===== src/hdl/cpe_pkg.sv =====
// Shared types and constants for the column post encoder.
`timescale 1ns / 1ps

package cpe_pkg;

    localparam int TEXEL_W     = 8;
    localparam int WIDTH_W     = 11;
    localparam int HEIGHT_W    = 8;
    localparam int CFG_W       = 11;
    localparam int CFG_IDX_W   = 1;
    localparam int ROW_W       = 8;
    localparam int COL_W       = 11;
    localparam int OFS_W       = 22;
    localparam int SCOUNT_W    = 9;
    localparam int PACK_W      = 64;
    localparam int CNT_W       = 4;
    localparam int OUT_BYTES   = 8;
    localparam int TDATA_W     = 96;
    localparam int TUSER_W     = 2;
    localparam int HDR_BYTES   = 3;
    localparam int POST_EXTRA  = 4;
    localparam int OFS_BASE    = 8;
    localparam int MAX_COLUMNS = 1024;

    localparam logic [7:0] TERM_BYTE = 8'hFF;

    localparam logic [CFG_IDX_W-1:0] REG_WIDTH  = 1'd0;
    localparam logic [CFG_IDX_W-1:0] REG_HEIGHT = 1'd1;

    typedef enum logic [1:0] {
        ST_IDLE,
        ST_EMIT,
        ST_EMPTY
    } state_t;

    typedef enum logic [2:0] {
        KIND_START,
        KIND_LEN,
        KIND_ZERO,
        KIND_MEM,
        KIND_TERM
    } byte_kind_t;

    typedef struct packed {
        logic accept;
        logic issue;
        logic load_empty;
    } cmd_t;

    typedef struct packed {
        logic any_bytes;
        logic col_start;
        logic issue_ready;
        logic more_bytes;
        logic final_sent;
        logic out_free;
    } status_t;

endpackage


===== src/hdl/column_post_encoder_core.sv =====
// Column post encoder top level: controller plus datapath.
`timescale 1ns / 1ps
//
// Texels enter on the s_ channel, one column after another, top row first.
// Each result on the m_ channel carries up to eight bytes of post data,
// the byte count, and on the first result of a column the column offset.
// tlast marks the last result caused by one texel.
// The configuration port writes image_width (index 0) and image_height (index 1);
// the user must write them only while the block is idle, which is not enforced.
// A nonzero texel that neither starts nor ends a column gives no result.
// For a texel that emits bytes, the serializer moves one byte per cycle out
// of the single-port run buffer while the packer can take it, and the packer
// hands each full word to the output register.
// A texel that only starts a column gives one empty result.
// The next texel is accepted while the last result still waits in the output
// register. When the receiver stalls, the packer and serializer hold.
// Reset clears the column state, selects width 1 and height 1, and empties
// the output register; the run buffer needs no clearing.
//
module column_post_encoder_core #(
    parameter int MAX_ROWS = 254
) (
    input  logic                          aclk,
    input  logic                          aresetn,
    input  logic                          cfg_wr_en,
    input  logic [cpe_pkg::CFG_IDX_W-1:0] cfg_index,
    input  logic [cpe_pkg::CFG_W-1:0]     cfg_wdata,
    input  logic                          s_tvalid,
    output logic                          s_tready,
    input  logic [cpe_pkg::TEXEL_W-1:0]   s_tdata,   // [7:0] texel
    output logic                          m_tvalid,
    input  logic                          m_tready,
    output logic [cpe_pkg::TDATA_W-1:0]   m_tdata,   // [63:0] packed_bytes,
                                                     // [67:64] byte_count,
                                                     // [89:68] column_offset, rest zero
    output logic [cpe_pkg::TUSER_W-1:0]   m_tuser,   // [0] offset_valid, [1] column_end
    output logic                          m_tlast
);

    cpe_pkg::cmd_t    cmd;
    cpe_pkg::status_t st;

    cpe_ctrl u_ctrl (
        .aclk     (aclk),
        .aresetn  (aresetn),
        .s_tvalid (s_tvalid),
        .s_tready (s_tready),
        .st       (st),
        .cmd      (cmd)
    );

    cpe_datapath #(
        .MAX_ROWS (MAX_ROWS)
    ) u_datapath (
        .aclk      (aclk),
        .aresetn   (aresetn),
        .cfg_wr_en (cfg_wr_en),
        .cfg_index (cfg_index),
        .cfg_wdata (cfg_wdata),
        .s_tdata   (s_tdata),
        .cmd       (cmd),
        .st        (st),
        .m_tvalid  (m_tvalid),
        .m_tready  (m_tready),
        .m_tdata   (m_tdata),
        .m_tuser   (m_tuser),
        .m_tlast   (m_tlast)
    );

endmodule


===== src/hdl/cpe_ctrl.sv =====
// Controller state machine: request intake and result sequencing.
`timescale 1ns / 1ps

module cpe_ctrl (
    input  logic             aclk,
    input  logic             aresetn,
    input  logic             s_tvalid,
    output logic             s_tready,
    input  cpe_pkg::status_t st,
    output cpe_pkg::cmd_t    cmd
);

    cpe_pkg::state_t state_reg;
    cpe_pkg::state_t state_next;

    always_ff @(posedge aclk) begin
        if (!aresetn) begin
            state_reg <= cpe_pkg::ST_IDLE;
        end else begin
            state_reg <= state_next;
        end
    end

    always_comb begin
        state_next = state_reg;
        cmd        = '0;
        s_tready   = 1'b0;
        case (state_reg)
            cpe_pkg::ST_IDLE: begin
                s_tready = aresetn;
                if (s_tvalid && aresetn) begin
                    cmd.accept = 1'b1;
                    if (st.any_bytes) begin
                        state_next = cpe_pkg::ST_EMIT;
                    end else if (st.col_start) begin
                        state_next = cpe_pkg::ST_EMPTY;
                    end
                end
            end
            cpe_pkg::ST_EMIT: begin
                cmd.issue = st.issue_ready && st.more_bytes;
                if (st.final_sent) begin
                    state_next = cpe_pkg::ST_IDLE;
                end
            end
            cpe_pkg::ST_EMPTY: begin
                if (st.out_free) begin
                    cmd.load_empty = 1'b1;
                    state_next     = cpe_pkg::ST_IDLE;
                end
            end
            default: begin
                state_next = cpe_pkg::ST_IDLE;
            end
        endcase
    end

endmodule


===== src/hdl/cpe_datapath.sv =====
// Datapath: column state, run buffer, byte serializer, packer and output register.
`timescale 1ns / 1ps

module cpe_datapath #(
    parameter int MAX_ROWS = 254
) (
    input  logic                          aclk,
    input  logic                          aresetn,
    input  logic                          cfg_wr_en,
    input  logic [cpe_pkg::CFG_IDX_W-1:0] cfg_index,
    input  logic [cpe_pkg::CFG_W-1:0]     cfg_wdata,
    input  logic [cpe_pkg::TEXEL_W-1:0]   s_tdata,
    input  cpe_pkg::cmd_t                 cmd,
    output cpe_pkg::status_t              st,
    output logic                          m_tvalid,
    input  logic                          m_tready,
    output logic [cpe_pkg::TDATA_W-1:0]   m_tdata,
    output logic [cpe_pkg::TUSER_W-1:0]   m_tuser,
    output logic                          m_tlast
);

    localparam int RUN_W = $clog2(MAX_ROWS + 1);
    localparam int AW    = (MAX_ROWS > 1) ? $clog2(MAX_ROWS) : 1;
    localparam logic [RUN_W-1:0]               RUN_MAX   = RUN_W'(MAX_ROWS);
    localparam logic [cpe_pkg::HEIGHT_W-1:0]   ROWS_MAX  = cpe_pkg::HEIGHT_W'(MAX_ROWS);
    localparam logic [cpe_pkg::WIDTH_W-1:0]    COLS_MAX  =
        cpe_pkg::WIDTH_W'(cpe_pkg::MAX_COLUMNS);
    localparam int PAD_W = cpe_pkg::TDATA_W - cpe_pkg::OFS_W - cpe_pkg::CNT_W
                           - cpe_pkg::PACK_W;

    logic [cpe_pkg::TEXEL_W-1:0] run_mem [MAX_ROWS];

    logic [cpe_pkg::WIDTH_W-1:0]  width_reg;
    logic [cpe_pkg::HEIGHT_W-1:0] height_reg;
    logic [RUN_W-1:0]             run_len_reg;
    logic [cpe_pkg::ROW_W-1:0]    run_start_reg;
    logic [cpe_pkg::ROW_W-1:0]    row_reg;
    logic [cpe_pkg::COL_W-1:0]    col_reg;
    logic [cpe_pkg::OFS_W-1:0]    bytes_reg;

    logic [RUN_W-1:0]             post_len_reg;
    logic [cpe_pkg::ROW_W-1:0]    post_start_reg;
    logic                         col_end_reg;
    logic                         first_reg;
    logic [cpe_pkg::SCOUNT_W-1:0] scount_reg;
    logic [cpe_pkg::OFS_W-1:0]    offset_reg;
    logic [cpe_pkg::SCOUNT_W-1:0] idx_reg;

    logic                         b_vld_reg;
    logic                         b_mem_reg;
    logic                         b_last_reg;
    logic [7:0]                   b_byte_reg;
    logic [7:0]                   rd_reg;

    logic [cpe_pkg::PACK_W-1:0]   pk_word_reg;
    logic [cpe_pkg::PACK_W-1:0]   pk_word_next;
    logic [cpe_pkg::CNT_W-1:0]    pk_cnt_reg;
    logic                         pk_final_reg;

    logic                         m_tvalid_reg;
    logic [cpe_pkg::TDATA_W-1:0]  m_tdata_reg;
    logic [cpe_pkg::TUSER_W-1:0]  m_tuser_reg;
    logic                         m_tlast_reg;

    logic [cpe_pkg::HEIGHT_W-1:0] eh;
    logic [cpe_pkg::WIDTH_W-1:0]  ew;
    logic                         texel_zero;
    logic [cpe_pkg::ROW_W:0]      row_inc;
    logic                         col_end_now;
    logic [RUN_W-1:0]             run_app;
    logic [RUN_W-1:0]             post_len_now;
    logic                         has_post_now;
    logic [cpe_pkg::SCOUNT_W-1:0] scount_now;
    logic [cpe_pkg::OFS_W-1:0]    offset_now;
    logic [cpe_pkg::COL_W:0]      col_inc;
    logic                         img_end;

    logic                         has_post;
    logic [cpe_pkg::SCOUNT_W-1:0] post_len_ext;
    cpe_pkg::byte_kind_t          kind;
    logic [7:0]                   fixed_byte;
    logic [cpe_pkg::SCOUNT_W-1:0] mem_idx;
    logic [AW-1:0]                mem_addr;
    logic [7:0]                   b_val;
    logic                         pk_done;
    logic                         pk_take;
    logic                         out_free;
    logic                         xfer;

    // column state arithmetic for the incoming request
    always_comb begin
        if (height_reg == '0) begin
            eh = cpe_pkg::HEIGHT_W'(1);
        end else if (height_reg > ROWS_MAX) begin
            eh = ROWS_MAX;
        end else begin
            eh = height_reg;
        end
        if (width_reg == '0) begin
            ew = cpe_pkg::WIDTH_W'(1);
        end else if (width_reg > COLS_MAX) begin
            ew = COLS_MAX;
        end else begin
            ew = width_reg;
        end
        texel_zero   = (s_tdata == '0);
        row_inc      = {1'b0, row_reg} + (cpe_pkg::ROW_W + 1)'(1);
        col_end_now  = (row_inc >= {1'b0, eh});
        run_app      = (run_len_reg < RUN_MAX) ? run_len_reg + RUN_W'(1) : run_len_reg;
        if (texel_zero) begin
            post_len_now = run_len_reg;
        end else if (col_end_now) begin
            post_len_now = run_app;
        end else begin
            post_len_now = '0;
        end
        has_post_now = (post_len_now != '0);
        scount_now   = (has_post_now ? cpe_pkg::SCOUNT_W'(post_len_now)
                                       + cpe_pkg::SCOUNT_W'(cpe_pkg::POST_EXTRA) : '0)
                       + cpe_pkg::SCOUNT_W'(col_end_now);
        offset_now   = cpe_pkg::OFS_W'({ew, 2'b00}) + cpe_pkg::OFS_W'(cpe_pkg::OFS_BASE)
                       + bytes_reg;
        col_inc      = {1'b0, col_reg} + (cpe_pkg::COL_W + 1)'(1);
        img_end      = (col_inc >= (cpe_pkg::COL_W + 1)'(ew));
    end

    // byte selection for the serializer
    always_comb begin
        has_post     = (post_len_reg != '0);
        post_len_ext = cpe_pkg::SCOUNT_W'(post_len_reg);
        if (!has_post) begin
            kind = cpe_pkg::KIND_TERM;
        end else if (idx_reg == cpe_pkg::SCOUNT_W'(0)) begin
            kind = cpe_pkg::KIND_START;
        end else if (idx_reg == cpe_pkg::SCOUNT_W'(1)) begin
            kind = cpe_pkg::KIND_LEN;
        end else if (idx_reg == cpe_pkg::SCOUNT_W'(2)) begin
            kind = cpe_pkg::KIND_ZERO;
        end else if (idx_reg < post_len_ext + cpe_pkg::SCOUNT_W'(cpe_pkg::HDR_BYTES)) begin
            kind = cpe_pkg::KIND_MEM;
        end else if (idx_reg == post_len_ext + cpe_pkg::SCOUNT_W'(cpe_pkg::HDR_BYTES)) begin
            kind = cpe_pkg::KIND_ZERO;
        end else begin
            kind = cpe_pkg::KIND_TERM;
        end
        case (kind)
            cpe_pkg::KIND_START: fixed_byte = post_start_reg;
            cpe_pkg::KIND_LEN:   fixed_byte = 8'(post_len_reg);
            cpe_pkg::KIND_TERM:  fixed_byte = cpe_pkg::TERM_BYTE;
            default:             fixed_byte = 8'h00;
        endcase
        mem_idx  = idx_reg - cpe_pkg::SCOUNT_W'(cpe_pkg::HDR_BYTES);
        mem_addr = mem_idx[AW-1:0];
    end

    // packer and handshake status
    always_comb begin
        b_val    = b_mem_reg ? rd_reg : b_byte_reg;
        pk_done  = (pk_cnt_reg == cpe_pkg::CNT_W'(cpe_pkg::OUT_BYTES)) || pk_final_reg;
        pk_take  = b_vld_reg && !pk_done;
        out_free = !m_tvalid_reg || m_tready;
        xfer     = pk_done && out_free;
        pk_word_next = pk_word_reg;
        for (int l = 0; l < cpe_pkg::OUT_BYTES; l++) begin
            if (pk_cnt_reg == cpe_pkg::CNT_W'(l)) begin
                pk_word_next[8*l +: 8] = b_val;
            end
        end
        st.any_bytes   = has_post_now || col_end_now;
        st.col_start   = (row_reg == '0);
        st.issue_ready = !b_vld_reg || pk_take;
        st.more_bytes  = (idx_reg < scount_reg);
        st.final_sent  = xfer && pk_final_reg;
        st.out_free    = out_free;
    end

    // run buffer: write on append, registered read on issue
    always_ff @(posedge aclk) begin
        if (cmd.accept && !texel_zero && (run_len_reg < RUN_MAX)) begin
            run_mem[run_len_reg[AW-1:0]] <= s_tdata;
        end
        if (cmd.issue && (kind == cpe_pkg::KIND_MEM)) begin
            rd_reg <= run_mem[mem_addr];
        end
    end

    always_ff @(posedge aclk) begin
        if (!aresetn) begin
            width_reg     <= cpe_pkg::WIDTH_W'(1);
            height_reg    <= cpe_pkg::HEIGHT_W'(1);
            run_len_reg   <= '0;
            run_start_reg <= '0;
            row_reg       <= '0;
            col_reg       <= '0;
            bytes_reg     <= '0;
            post_len_reg  <= '0;
            col_end_reg   <= 1'b0;
            first_reg     <= 1'b0;
            scount_reg    <= '0;
            idx_reg       <= '0;
            b_vld_reg     <= 1'b0;
            pk_word_reg   <= '0;
            pk_cnt_reg    <= '0;
            pk_final_reg  <= 1'b0;
            m_tvalid_reg  <= 1'b0;
        end else begin
            if (cfg_wr_en) begin
                case (cfg_index)
                    cpe_pkg::REG_WIDTH:  width_reg  <= cfg_wdata;
                    cpe_pkg::REG_HEIGHT: height_reg <= cfg_wdata[cpe_pkg::HEIGHT_W-1:0];
                    default: ;
                endcase
            end

            if (cmd.accept) begin
                post_len_reg   <= post_len_now;
                post_start_reg <= run_start_reg;
                col_end_reg    <= col_end_now;
                first_reg      <= (row_reg == '0);
                scount_reg     <= scount_now;
                offset_reg     <= offset_now;
                idx_reg        <= '0;
                if (col_end_now) begin
                    run_len_reg   <= '0;
                    run_start_reg <= '0;
                    row_reg       <= '0;
                    if (img_end) begin
                        col_reg   <= '0;
                        bytes_reg <= '0;
                    end else begin
                        col_reg   <= col_inc[cpe_pkg::COL_W-1:0];
                        bytes_reg <= bytes_reg + cpe_pkg::OFS_W'(scount_now);
                    end
                end else begin
                    row_reg   <= row_inc[cpe_pkg::ROW_W-1:0];
                    bytes_reg <= bytes_reg + cpe_pkg::OFS_W'(scount_now);
                    if (texel_zero) begin
                        run_len_reg   <= '0;
                        run_start_reg <= row_inc[cpe_pkg::ROW_W-1:0];
                    end else begin
                        run_len_reg <= run_app;
                    end
                end
            end

            if (cmd.issue) begin
                b_vld_reg  <= 1'b1;
                b_mem_reg  <= (kind == cpe_pkg::KIND_MEM);
                b_byte_reg <= fixed_byte;
                b_last_reg <= (idx_reg + cpe_pkg::SCOUNT_W'(1) == scount_reg);
                idx_reg    <= idx_reg + cpe_pkg::SCOUNT_W'(1);
            end else if (pk_take) begin
                b_vld_reg <= 1'b0;
            end

            if (xfer) begin
                pk_word_reg  <= '0;
                pk_cnt_reg   <= '0;
                pk_final_reg <= 1'b0;
            end else if (pk_take) begin
                pk_word_reg  <= pk_word_next;
                pk_cnt_reg   <= pk_cnt_reg + cpe_pkg::CNT_W'(1);
                pk_final_reg <= b_last_reg;
            end

            if (cmd.load_empty || xfer) begin
                first_reg    <= 1'b0;
                m_tvalid_reg <= 1'b1;
                m_tdata_reg  <= {{PAD_W{1'b0}},
                                 first_reg ? offset_reg : cpe_pkg::OFS_W'(0),
                                 cmd.load_empty ? cpe_pkg::CNT_W'(0) : pk_cnt_reg,
                                 cmd.load_empty ? cpe_pkg::PACK_W'(0) : pk_word_reg};
                m_tuser_reg  <= {col_end_reg && (cmd.load_empty || pk_final_reg), first_reg};
                m_tlast_reg  <= cmd.load_empty || pk_final_reg;
            end else if (m_tready) begin
                m_tvalid_reg <= 1'b0;
            end
        end
    end

    assign m_tvalid = m_tvalid_reg;
    assign m_tdata  = m_tdata_reg;
    assign m_tuser  = m_tuser_reg;
    assign m_tlast  = m_tlast_reg;

endmodule


===== config.mk =====
export PLATFORM = sky130hd
export DESIGN_NAME = column_post_encoder_core
export DESIGN_NICKNAME = d
export VERILOG_FILES = /design/src/hdl/cpe_pkg.sv /design/src/hdl/column_post_encoder_core.sv /design/src/hdl/cpe_ctrl.sv /design/src/hdl/cpe_datapath.sv
export SDC_FILE = /design/constraint.sdc
export NUM_CORES = 2
export LEC_CHECK = 0
export BUFFER_PORTS_ARGS = -buffer_cell sky130_fd_sc_hd__buf_4
export CORE_ASPECT_RATIO = 0.9
export CORE_UTILIZATION = 45
export DETAILED_ROUTE_END_ITERATION = 10
export PLACE_DENSITY = 0.59
export SYNTH_ARGS = -nofsm -noshare
export SYNTH_HDL_FRONTEND = slang
export SYNTH_HIERARCHICAL = 1
export SYNTH_SLANG_ARGS = --single-unit

===== constraint.sdc =====
create_clock -name aclk -period 6.06 [get_ports aclk]
set_clock_uncertainty 0.2 [all_clocks]
set_input_delay 0.909 -clock aclk [delete_from_list [all_inputs] [get_ports aclk]]
set_output_delay 0.909 -clock aclk [all_outputs]
set_load 0.02 [all_outputs]

==> impl_metrics.yaml <==
finish:
  fillCellCount: 16400
  final_common_cell: "edfxtp_1"
  drive_gt1_share_pct: 22.9
  syn2layout_area_growth_pct: 12.1
  multiInputGateArea_mm2: 0.0238
  regArea_mm2: 0.0688
  largest_reg_flops: 2032
  final_cell_mix: "2,173 x edfxtp_1, 624 x mux4_2, 443 x nor2_1"
  num-nets-final: 5209
power_and_ir_drop:
  p_leak_nw: 32.4
  power_mw: 34.2
  p_per_area_mw_per_mm2: 325
  vdd_drop_max_mv: 0.312
routing:
  firstDrtPassIters: 5
  ant_nets: 0
  drc: 0
  wl_per_cell_um: 28.2
  via_per_inst: 5.91
  wirelength_um: 226000
  vias: 47300
  drt_iter0_markers: 5121
die:
  initial_core_util_pct: 45.5
  core_mm2: 0.207
  rows: 158
  die_y_um: 436
  fp.dieW_um: 484
  ios: 126
  die_area_mm2: 0.211
worst_setup_path:
  slowest_stage: "a2111oi_1"
  critical_path_arrival_ns: 6.20
  max_stage_delay_ns: 0.50
  start_kind: "register"
  worstPathRequired_ns: 6.56
  critical_path.cell_chain: "ha_1 > and3_1 > nand3_1 > xnor2_1 > ha_1 > nand3_1 > nand2_1 > a41oi_1 > buf_4 > and2_0 > buf_4 > o22ai_1 > ha_1 > inv_1 > a211oi_2 > or3b_1 > a21o_1 > xnor2_1 > ha_1 > or3_1 > o21ai_0 > a2111oi_1 > xnor2_1 > nor2_1"
  crit_type: "register to register"
  critPathCaptureType: "register"
  critical_path_peak_fanout: 13
  cpMostUsedCell: "ha_1"
grt:
  grt.total_usage_pct: 21.4
  grt_pass1_wl_um: 330000
  antenna_found_initial: 6
  grt_max_degree: 250
  gr-total-overflow: 0
  grt_pass1_vias: 46300
synth:
  synth_cell_type_count: 77
  synth-async-reset-ratio_pct: 0
  yosys_most_used_dff: "edfxtp_1"
  ys_seq_area_share_pct: 73.2
  avgSynthCellArea_um2: 19.1
  synth_compound_area_share_pct: 2.83
  synth_top_family_by_area: "multiplexers"
  synth_edf_count: 2173
  yosysWarnings: 6
  yosys_register_bits: 2350
  synthCells: 4920
  yosys.area_share.adder_pct: 1.20
  synth-simple-area-share_pct: 4.60
  syn_area_mm2: 0.0940
  synth.area.mux_share_pct: 15.7
  synth-xor-area-share_pct: 0.782
min_path:
  min_path_type: "input pin to register"
place:
  dpl.hpwl_um: 136000
  place.gp.congestion: 0.843
  portBuffers: 119
clocking:
  cts_root_buffer: "clkbuf_16"
  cts_sinks: 2350
  clk_pin_slew_worst_paths_ns: 0.06
  clock_path_buffers: 3
  clock_latency_ns: 0.86
  cts_buffers: 229
  hold_buffers: 0
  cts_tree: "yes"
  post-cts-setup-buffers: 0
  h-tree-depth: 4
  cts_resized: 0
timing:
  hold_viol: 0
  worst_pin_slew_ns: 1.28
  slew_headroom_pct: 14.9
  period_share_pct: 94.1
  whs_ns: 0.0831
  finalSetupViolations: 0
  max_freq_mhz: 175
  fin_crit_ns: 5.70
  drv_slew: 0
run:
  maxCapViolCount: 0
status:
  outcome: "finished, final reports clean"
[critical path, delay by kind of cell (launching register included)]
family | cells | cell delay, ns
AOI/OAI and AO/OA | 6 | 1.45
and+or+nand+nor | 8 | 1.32
adders and majority gates | 4 | 1.18
xor gates and xnor gates | 3 | 0.49
DFF | 1 | 0.46
buffers and inverters | 3 | 0.46
[layer usage]
| metal | GRT usage (%) | up-vias | routed length, µm |
|---|---|---|---|
| met5 | 0 | - | 13 |
| met4 | 4.56 | 2 | 4230 |
| met3 | 3.75 | 277 | 15700 |
| met2 | 32.1 | 1700 | 103000 |
| met1 | 32.7 | 25100 | 103000 |
| li1 | - | 20200 | - |
[layout make-up]
cell class / count / share of cell area, %
diodes: 2 / 0.00475
clock buffers: 280 / 5.64
clock inverters: 135 / 1.16
inverters: 69 / 0.246
multi-input cells: 2224 / 22.6
flip-flops and latches: 2350 / 65.3
well taps: 2720 / 3.23
repair buffers: 221 / 1.85
[synthesized netlist by cell type (58+ instances only)]
cell type     n  area share [%]
xnor2_1      58            0.54
a211oi_1     93            0.74
mux2i_1      63            0.67
mux4_2      624              15
nand3_1      62            0.33
inv_1        68            0.27
nand2_1     170            0.68
nor2b_1      96            0.64
dfxtp_1     177             3.8
nor2_1      445             1.8
clkbuf_1    159            0.63
a21oi_1     110            0.59
buf_2        72            0.38
o21ai_0      80            0.43
ha_1         87             1.2
edfxtp_1   2173              69
[per-stage QoR]
| stage | instance area [µm²] | TNS, ns | utilization (%) | setup slack (ns) | cells |
|---|---|---|---|---|---|
| floorplan | 94000 | 0 | - | 0.772 | 4925 |
| global placement | 98200 | 0 | 47.5 | 0.437 | 7584 |
| detailed placement | 98200 | 0 | 47.5 | 0.364 | 7584 |
| CTS | 105000 | 0 | 50.9 | 0.320 | 7999 |
| global route | 105000 | -0.00189 | 50.9 | -0.00189 | 7999 |
| finish | 105000 | 0 | 50.9 | 0.360 | 8001 |
[report_power, final]
group	switching (mW)	leakage, nW	internal, mW
clock	6.09	3.48	7.57
combinational	1.55	7.93	1.19
sequential	0.0564	21.0	17.8
total	7.70	32.4	26.5
[worst paths after layout]
path,from,to,slack [ns],cells past startpoint
max,u_datapath/row_reg[0],u_datapath/bytes_reg[14],0.36,24
max reg2reg,u_datapath/row_reg[0],u_datapath/bytes_reg[14],0.36,24
min,cfg_wdata[0],u_datapath/width_reg[0],0.08,3
min reg2reg,u_datapath/run_start_reg[2],u_datapath/post_start_reg[2],0.24,0
[cell families (layout without fill, tap and decap cells)]
logic type,Yosys count,after routing
flops,2350,2350
simple gates,938,938
compound gates,412,412
mux,695,695
xor+xnor,84,84
fa+ha+maj,89,89
buf+inv,351,705
other cells,1,8
No activity file was read; power rests on OpenSTA's default activity.
